$ cat src/char_lcd_nibble_sequencer_macros.svh
// Assertion macros for the character LCD nibble sequencer.
// Included by the modules that check their own logic; needs clock and reset in scope.
`ifndef CHAR_LCD_NIBBLE_SEQUENCER_MACROS_SVH
`define CHAR_LCD_NIBBLE_SEQUENCER_MACROS_SVH

// Check that a condition implies a consequence in the same cycle.
`define CLNS_ASSERT_NOW(label, ante, cons, msg) \
   label: assert property (@(posedge clock) disable iff (reset) (ante) |-> (cons)) \
      else $error(msg);

// Check that a condition implies a consequence in the next cycle.
`define CLNS_ASSERT_NEXT(label, ante, cons, msg) \
   label: assert property (@(posedge clock) disable iff (reset) (ante) |=> (cons)) \
      else $error(msg);

`endif

$ cat src/clns_pkg.sv
// Package for the character LCD nibble sequencer: request codes, job and transfer
// types, queue sizing and the initialise transfer table. No dependencies.
package clns_pkg;

   localparam int LINE_LENGTH = 40;
   localparam logic [5:0] COL_MAX = 6'(LINE_LENGTH - 1);

   localparam logic [1:0] REQ_WRITE_CHAR = 2'd0;
   localparam logic [1:0] REQ_SET_CURSOR = 2'd1;
   localparam logic [1:0] REQ_CLEAR      = 2'd2;
   localparam logic [1:0] REQ_INIT       = 2'd3;

   localparam logic [7:0] ROW0_BASE        = 8'h80;
   localparam logic [7:0] ROW1_BASE        = 8'hC0;
   localparam logic [7:0] CMD_FUNCTION_SET = 8'h28;
   localparam logic [7:0] CMD_DISPLAY_ON   = 8'h0C;
   localparam logic [7:0] CMD_ENTRY_MODE   = 8'h06;
   localparam logic [7:0] CMD_CLEAR        = 8'h01;

   localparam logic [1:0] CLEAR_WAIT_MS = 2'd2;

   localparam int STEP_W = 4;
   localparam logic [STEP_W-1:0] INIT_LAST_STEP = 4'd11;
   localparam logic [STEP_W-1:0] BYTE_LAST_STEP = 4'd1;

   localparam int QUEUE_DEPTH = 4;
   localparam int QPTR_W = $clog2(QUEUE_DEPTH);
   localparam int QCNT_W = QPTR_W + 1;

   typedef struct packed {
      logic       is_init;
      logic       rs;
      logic [7:0] byte_val;
      logic [1:0] wait_after;
   } job_type;

   typedef struct packed {
      logic       rs;
      logic [3:0] nibble;
      logic [3:0] wait_before;
      logic [1:0] wait_after;
      logic       last;
   } xfer_type;

   function automatic xfer_type init_xfer(input logic [STEP_W-1:0] step);
      xfer_type x;
      x = '0;
      unique case (step)
         4'd0: begin
            x.nibble = 4'h3;
            x.wait_before = 4'd15;
         end
         4'd1: begin
            x.nibble = 4'h3;
            x.wait_before = 4'd5;
         end
         4'd2: begin
            x.nibble = 4'h3;
            x.wait_before = 4'd5;
         end
         4'd3: begin
            x.nibble = 4'h2;
            x.wait_before = 4'd5;
         end
         4'd4:  x.nibble = CMD_FUNCTION_SET[7:4];
         4'd5:  x.nibble = CMD_FUNCTION_SET[3:0];
         4'd6:  x.nibble = CMD_DISPLAY_ON[7:4];
         4'd7:  x.nibble = CMD_DISPLAY_ON[3:0];
         4'd8:  x.nibble = CMD_ENTRY_MODE[7:4];
         4'd9:  x.nibble = CMD_ENTRY_MODE[3:0];
         4'd10: x.nibble = CMD_CLEAR[7:4];
         4'd11: begin
            x.nibble = CMD_CLEAR[3:0];
            x.wait_after = CLEAR_WAIT_MS;
            x.last = 1'b1;
         end
         default: x = '0;
      endcase
      return x;
   endfunction

endpackage

$ cat src/char_lcd_nibble_sequencer.sv
// Character LCD nibble sequencer, 4-bit bus controller front end (top level).
// Instantiates clns_front, clns_queue and clns_back; depends on clns_pkg.
//
// Usage:
//   Request channel (req_*): one item per request - write character, set cursor,
//   clear display or initialise. A string goes in as one write-character item per
//   character. req_stall rises while the four-entry job queue is full.
//   Result channel (rsp_*): one item per nibble transfer, high nibble first, with
//   RS level, waits before and after the strobe, and rsp_last on the final
//   transfer of each request. The downstream enable-strobe driver paces the pins.
//   Each accepted request is written into the job queue, and its first transfer is
//   loaded into the output register once the job is at the queue head. Throughput:
//   one transfer per cycle while rsp_stall is low; a write-char, set-cursor or clear
//   request yields two transfers, initialise twelve, walked by the head job's step counter.
//   Requests are taken while earlier jobs are still being expanded.
//   When rsp_stall is high the output register holds its transfer and the step
//   counter stops; the queue keeps absorbing requests until it fills.
//   Reset (synchronous, active high) empties the queue and drops any pending transfer.
module char_lcd_nibble_sequencer (
   input  logic       clock,
   input  logic       reset,
   input  logic       req_valid,
   output logic       req_stall,
   input  logic [1:0] req_type,
   input  logic [7:0] req_char_code,
   input  logic [5:0] req_column,
   input  logic       req_row,
   output logic       rsp_valid,
   input  logic       rsp_stall,
   output logic       rsp_register_select,
   output logic [3:0] rsp_nibble,
   output logic [3:0] rsp_wait_before_ms,
   output logic [1:0] rsp_wait_after_ms,
   output logic       rsp_last
);
   import clns_pkg::*;

   logic    queue_full;
   logic    push;
   job_type push_job;
   logic    pop;
   logic    head_valid;
   job_type head_job;

   clns_front u_front (
      .req_valid     (req_valid),
      .req_stall     (req_stall),
      .req_type      (req_type),
      .req_char_code (req_char_code),
      .req_column    (req_column),
      .req_row       (req_row),
      .queue_full    (queue_full),
      .push          (push),
      .push_job      (push_job)
   );

   clns_queue u_queue (
      .clock      (clock),
      .reset      (reset),
      .push       (push),
      .push_job   (push_job),
      .pop        (pop),
      .full       (queue_full),
      .head_valid (head_valid),
      .head_job   (head_job)
   );

   clns_back u_back (
      .clock               (clock),
      .reset               (reset),
      .head_valid          (head_valid),
      .head_job            (head_job),
      .pop                 (pop),
      .rsp_valid           (rsp_valid),
      .rsp_stall           (rsp_stall),
      .rsp_register_select (rsp_register_select),
      .rsp_nibble          (rsp_nibble),
      .rsp_wait_before_ms  (rsp_wait_before_ms),
      .rsp_wait_after_ms   (rsp_wait_after_ms),
      .rsp_last            (rsp_last)
   );

endmodule

$ cat src/clns_front.sv
// Front part of the nibble sequencer: accepts requests and classifies them into jobs.
// Depends on clns_pkg.
module clns_front (
   input  logic              req_valid,
   output logic              req_stall,
   input  logic [1:0]        req_type,
   input  logic [7:0]        req_char_code,
   input  logic [5:0]        req_column,
   input  logic              req_row,
   input  logic              queue_full,
   output logic              push,
   output clns_pkg::job_type push_job
);
   import clns_pkg::*;

   logic [5:0] col_sat;
   logic [7:0] row_base;

   assign req_stall = queue_full;
   assign push      = req_valid && !queue_full;
   assign col_sat   = (req_column > COL_MAX) ? COL_MAX : req_column;
   assign row_base  = req_row ? ROW1_BASE : ROW0_BASE;

   always_comb begin
      push_job = '0;
      unique case (req_type)
         REQ_WRITE_CHAR: begin
            push_job.rs       = 1'b1;
            push_job.byte_val = req_char_code;
         end
         REQ_SET_CURSOR: begin
            push_job.byte_val = row_base + {2'b00, col_sat};
         end
         REQ_CLEAR: begin
            push_job.byte_val   = CMD_CLEAR;
            push_job.wait_after = CLEAR_WAIT_MS;
         end
         REQ_INIT: begin
            push_job.is_init = 1'b1;
         end
         default: push_job = '0;
      endcase
   end

endmodule

$ cat src/clns_queue.sv
// Short job queue between the front and back parts of the nibble sequencer.
// Depends on clns_pkg and char_lcd_nibble_sequencer_macros.svh.
`include "char_lcd_nibble_sequencer_macros.svh"
module clns_queue (
   input  logic              clock,
   input  logic              reset,
   input  logic              push,
   input  clns_pkg::job_type push_job,
   input  logic              pop,
   output logic              full,
   output logic              head_valid,
   output clns_pkg::job_type head_job
);
   import clns_pkg::*;

   job_type           entry_ff [QUEUE_DEPTH];
   logic [QPTR_W-1:0] wr_ptr_ff, wr_ptr_in;
   logic [QPTR_W-1:0] rd_ptr_ff, rd_ptr_in;
   logic [QCNT_W-1:0] count_ff, count_in;

   assign full       = (count_ff == QCNT_W'(QUEUE_DEPTH));
   assign head_valid = (count_ff != '0);
   assign head_job   = entry_ff[rd_ptr_ff];

   always_comb begin
      wr_ptr_in = push ? wr_ptr_ff + QPTR_W'(1) : wr_ptr_ff;
      rd_ptr_in = pop ? rd_ptr_ff + QPTR_W'(1) : rd_ptr_ff;
      count_in  = count_ff + QCNT_W'(push) - QCNT_W'(pop);
   end

   always_ff @(posedge clock) begin
      if (reset) begin
         wr_ptr_ff <= '0;
         rd_ptr_ff <= '0;
         count_ff  <= '0;
      end else begin
         wr_ptr_ff <= wr_ptr_in;
         rd_ptr_ff <= rd_ptr_in;
         count_ff  <= count_in;
      end
   end

   always_ff @(posedge clock) begin
      if (push) begin
         entry_ff[wr_ptr_ff] <= push_job;
      end
   end

   `CLNS_ASSERT_NOW(a_count_bound, 1'b1, count_ff <= QCNT_W'(QUEUE_DEPTH), "queue count overflow")
   `CLNS_ASSERT_NOW(a_pop_nonempty, pop, head_valid, "pop from empty queue")
   `CLNS_ASSERT_NEXT(a_count_grows, push && !pop, count_ff == $past(count_ff) + QCNT_W'(1), "queue count did not advance on push")

endmodule

$ cat src/clns_back.sv
// Back part of the nibble sequencer: steps through the head job and drives the
// registered transfer outputs. Depends on clns_pkg and the assertion macro header.
`include "char_lcd_nibble_sequencer_macros.svh"
module clns_back (
   input  logic              clock,
   input  logic              reset,
   input  logic              head_valid,
   input  clns_pkg::job_type head_job,
   output logic              pop,
   output logic              rsp_valid,
   input  logic              rsp_stall,
   output logic              rsp_register_select,
   output logic [3:0]        rsp_nibble,
   output logic [3:0]        rsp_wait_before_ms,
   output logic [1:0]        rsp_wait_after_ms,
   output logic              rsp_last
);
   import clns_pkg::*;

   logic [STEP_W-1:0] step_ff, step_in;
   logic              rsp_valid_ff, rsp_valid_in;
   xfer_type          xfer_ff, xfer_in;
   xfer_type          cur_xfer;
   logic              step_last;
   logic              advance;
   logic              emit;

   assign step_last = head_job.is_init ? (step_ff == INIT_LAST_STEP)
                                       : (step_ff == BYTE_LAST_STEP);
   assign advance   = !rsp_valid_ff || !rsp_stall;
   assign emit      = head_valid && advance;
   assign pop       = emit && step_last;

   always_comb begin
      if (head_job.is_init) begin
         cur_xfer = init_xfer(step_ff);
      end else begin
         cur_xfer.rs          = head_job.rs;
         cur_xfer.nibble      = (step_ff == '0) ? head_job.byte_val[7:4]
                                                : head_job.byte_val[3:0];
         cur_xfer.wait_before = '0;
         cur_xfer.wait_after  = (step_ff == '0) ? 2'd0 : head_job.wait_after;
         cur_xfer.last        = step_last;
      end
   end

   always_comb begin
      step_in      = step_ff;
      rsp_valid_in = rsp_valid_ff;
      xfer_in      = xfer_ff;
      if (emit) begin
         step_in      = step_last ? '0 : step_ff + STEP_W'(1);
         rsp_valid_in = 1'b1;
         xfer_in      = cur_xfer;
      end else if (advance) begin
         rsp_valid_in = 1'b0;
      end
   end

   always_ff @(posedge clock) begin
      if (reset) begin
         step_ff      <= '0;
         rsp_valid_ff <= 1'b0;
      end else begin
         step_ff      <= step_in;
         rsp_valid_ff <= rsp_valid_in;
      end
   end

   always_ff @(posedge clock) begin
      xfer_ff <= xfer_in;
   end

   assign rsp_valid           = rsp_valid_ff;
   assign rsp_register_select = xfer_ff.rs;
   assign rsp_nibble          = xfer_ff.nibble;
   assign rsp_wait_before_ms  = xfer_ff.wait_before;
   assign rsp_wait_after_ms   = xfer_ff.wait_after;
   assign rsp_last            = xfer_ff.last;

   `CLNS_ASSERT_NOW(a_step_bound, 1'b1, step_ff <= INIT_LAST_STEP, "step counter out of range")
   `CLNS_ASSERT_NOW(a_mid_job_head, step_ff != '0, head_valid, "job left mid sequence")
   `CLNS_ASSERT_NEXT(a_hold, rsp_valid && rsp_stall, rsp_valid && $stable(xfer_ff), "not held")

endmodule

$ cat config.mk
export PLATFORM = sky130hd
export DESIGN_NAME = char_lcd_nibble_sequencer
export DESIGN_NICKNAME = d
export VERILOG_FILES = /design/src/clns_pkg.sv /design/src/char_lcd_nibble_sequencer.sv /design/src/clns_front.sv /design/src/clns_queue.sv /design/src/clns_back.sv
export VERILOG_INCLUDE_DIRS = /design/src /design/src/src
export SDC_FILE = /design/constraint.sdc
export NUM_CORES = 1
export LEC_CHECK = 0
export BUFFER_PORTS_ARGS = -buffer_cell sky130_fd_sc_hd__buf_2
export CORE_ASPECT_RATIO = 0.8
export CORE_MARGIN = 5
export CORE_UTILIZATION = 59
export CTS_BUF_LIST = sky130_fd_sc_hd__clkbuf_8
export DETAILED_ROUTE_END_ITERATION = 8
export PLACE_DENSITY = 0.81
export SLEW_MARGIN = 10
export SYNTH_ARGS = -nofsm -noshare
export SYNTH_HDL_FRONTEND = slang
export SYNTH_SLANG_ARGS = --single-unit
$ cat constraint.sdc
create_clock -name clock -period 6.6 [get_ports clock]
set_input_delay 1.32 -clock clock [delete_from_list [all_inputs] [get_ports clock]]
set_output_delay 1.32 -clock clock [all_outputs]
set_load 0.02 [all_outputs]
==> flow_metrics.tcl <==
set metrics [dict create \
    cts_buffers 9 \
    global_route.usage.met3 0.0650 \
    initial_core_util 0.603 \
    yosysTopAreaCell "edfxtp_1" \
    gp_congestion 0.753 \
    postSynthAreaPerCell_sq_um 14.0 \
    dp_hpwl_um 3610 \
    slew_headroom 0.505 \
    yosys.area_share.simple 0.108 \
    skew_ns 0.00597 \
    groute.usage.overall 0.176 \
    clk_pin_slew_ns 0.07 \
    worst_ir_drop_vdd_mv 0.230 \
    grt_pass1_wl_um 8260 \
    pin_count 35 \
    synth-xor-area-share 0.0176 \
    fp.dieW_um 89.5 \
    syn_area_sq_um 2990 \
    p_per_area_nw_per_um2 392 \
    hold_viol 0 \
    gr-total-overflow 0 \
    maxSlewViolCount 0 \
    cts_root_buf "clkbuf_8" \
    vias 1717 \
    synth_compound_area_frac 0.0490 \
    synth_warnings 0 \
    dieArea_sq_um 6590 \
    core_sq_um 4950 \
    cts.path.max_buffers 2 \
    wl_per_cell_um 16.4 \
    async_reset_ff_frac 0 \
    required_ns 6.83 \
    grt_use_met1 0.213 \
    insertion_delay_ns 0.34 \
    drc 0 \
    grt_pass1_vias 1726 \
    fin_tns_setup_ns 0 \
    yosysSeqAreaShare 0.627 \
    ant_nets 0 \
    rows 23 \
    drtPass1Iterations 4 \
    max_clock_freq_mhz 292 \
    fin_crit_sh 0.518 \
    arrival_ns 3.65 \
    port_buffers 33 \
    crit_fanout 12 \
    antenna_found_initial 0 \
    status "completed" \
    grt_max_degree 17 \
    post_cts_buffers 0 \
    final_cells 311 \
    synth_cell_type_count 36 \
    cts_tree "done" \
    netlist_instances 213 \
    syn_to_final_growth_pct 13.3 \
    synth_top_family_by_area "multiplexers" \
    maxCapViolations 0 \
    worstHoldPathType "flip-flop to flip-flop" \
    detail_route.iter0.violations 102 \
    yosys_register_bits 67 \
    post-place-cells 295 \
    drive_above_1_share 0.249 \
    antenna_cells 0 \
    routed_wl_um 5110 \
    viasPerCell 5.52 \
    ctsResizeCount 0 \
    start_kind "flip-flop" \
    synth_edf_count 53 \
    finalCriticalPeriod_ns 3.42 \
    crit_type "flip-flop to flip-flop" \
    die_h_um 73.6 \
    synth-adder-area-share 0.0486 \
    power_uw 1330 \
    ys.flop_type "edfxtp_1" \
    power.leakage_uw 0.00127 \
    use_met2 0.287 \
    num-fill-cells 350 \
    setup_violations 0 \
    worstMarginPinSlew_ns 0.741 \
    rsz0062_at_grt "false" \
    synthMuxAreaShare 0.114 \
    top_usage_layer "met2" \
    htree_levels 3 \
    cts_num_sinks 67 \
    fin_hold_ws_ns 0.509 \
    synthesis.nets 245 \
    synth.area.top_cells "edfxtp_1 53%, dfxtp_1 9.4%, mux4_2 8.3%" \
    nets 276 \
    synth.top_cell.area_share 0.533 \
    post_cts_hold_buffer_count 0 \
    worstSetupEndpointType "flip-flop" \
]
[sequential cells by signal (all words and copies together), names as in the netlist, named ones only]
| signal | count |
|---|---|
| u_queue.entry_ff | 44 |
| u_back.rsp_nibble | 4 |
| u_back.step_ff | 4 |
| u_queue.count_ff | 3 |
| u_back.rsp_wait_before_ms | 2 |
| u_queue.rd_ptr_ff | 2 |
| u_queue.wr_ptr_ff | 2 |
| u_back.rsp_last | 1 |
| u_back.rsp_register_select | 1 |
| u_back.rsp_valid | 1 |
| u_back.rsp_wait_after_ms | 1 |
[per-layer routing]
layer,vias to the layer above,part of all wire
li1,838,-
met1,826,0.44
met2,49,0.49
met3,4,0.060
met4,0,0.0090
met5,-,0
[report_power, final]
part,leakage (uW),internal [uW],switching (uW)
clock,0.000103,211,154
combinational,0.000554,148,221
sequential,0.000612,554,37.9
total,0.00127,912,413
[cell usage after synthesis (3+ instances only)]
cell type / count
o21ai_0: 5
ha_1: 10
clkbuf_1: 8
a21oi_1: 11
nand3_1: 3
nor2_1: 16
buf_4: 3
and2_1: 6
inv_1: 11
edfxtp_1: 53
nand2_1: 3
mux2i_1: 8
nand3b_1: 3
xnor2_1: 4
nand2b_1: 4
nor3_1: 7
nor2b_1: 7
dfxtp_1: 14
mux4_2: 11
or3_1: 3
[logic make-up (layout without fill, tap and decap cells)]
group | Yosys count | after routing
mux | 20 | 20
xor+xnor | 6 | 6
fa+ha+maj | 11 | 11
buf+inv | 24 | 60
simple gates | 59 | 59
other cells | 1 | 1
compound gates | 25 | 25
flops | 67 | 67
[path summary, 6_finish.rpt]
kind / end / depth (start not counted) / start / slack, ns
setup / recovery: u_queue.count_ff[2] / 10 / flip-flop / 3.18
hold / removal: u_queue.rd_ptr_ff[1] / 2 / u_queue.rd_ptr_ff[1] / 0.51
setup reg to reg: u_queue.count_ff[2] / 10 / flip-flop / 3.18
hold reg to reg: u_queue.rd_ptr_ff[1] / 2 / u_queue.rd_ptr_ff[1] / 0.51
[final cells by class]
| type | count | area, sq um | share of cell area |
|---|---|---|---|
| inverter | 11 | 41.3 | 0.0122 |
| tap | 62 | 77.6 | 0.0229 |
| clock inverter | 7 | 92.6 | 0.0274 |
| sequential | 67 | 1870 | 0.553 |
| timing repair buffer | 33 | 165 | 0.0488 |
| clock buffer | 9 | 124 | 0.0366 |
| multi-input combinational | 122 | 1010 | 0.299 |
[cell usage in the layout, fill, tap and decap left out, types with 5 or more instances in the layout]
master / n
nor3_1: 7
nor2_1: 16
ha_1: 10
edfxtp_1: 53
mux4_2: 11
dfxtp_1: 14
inv_1: 11
clkbuf_8: 9
buf_2: 33
nor2b_1: 7
o21ai_0: 5
mux2i_1: 8
and2_1: 6
a21oi_1: 11
[critical path: stages (launching register included)]
cell and delay, ns:
dfxtp_1 0.80, mux4_2 0.73, mux2i_2 0.36, nor2_2 0.12, ha_1 0.30, inv_1 0.04
ha_1 0.20, fa_1 0.40, xnor2_1 0.18, xnor2_1 0.13, nor2_1 0.05
[per-stage QoR]
step	util	setup slack, ns	cell area [sq um]
final	0.684	3.18	3380
after global routing	0.684	2.90	3380
after global placement	0.640	3.31	3170
after detailed placement	0.640	3.15	3170
after floorplan	-	3.60	2990
after CTS	0.684	3.13	3380
Power figures use the tool's default switching activity.
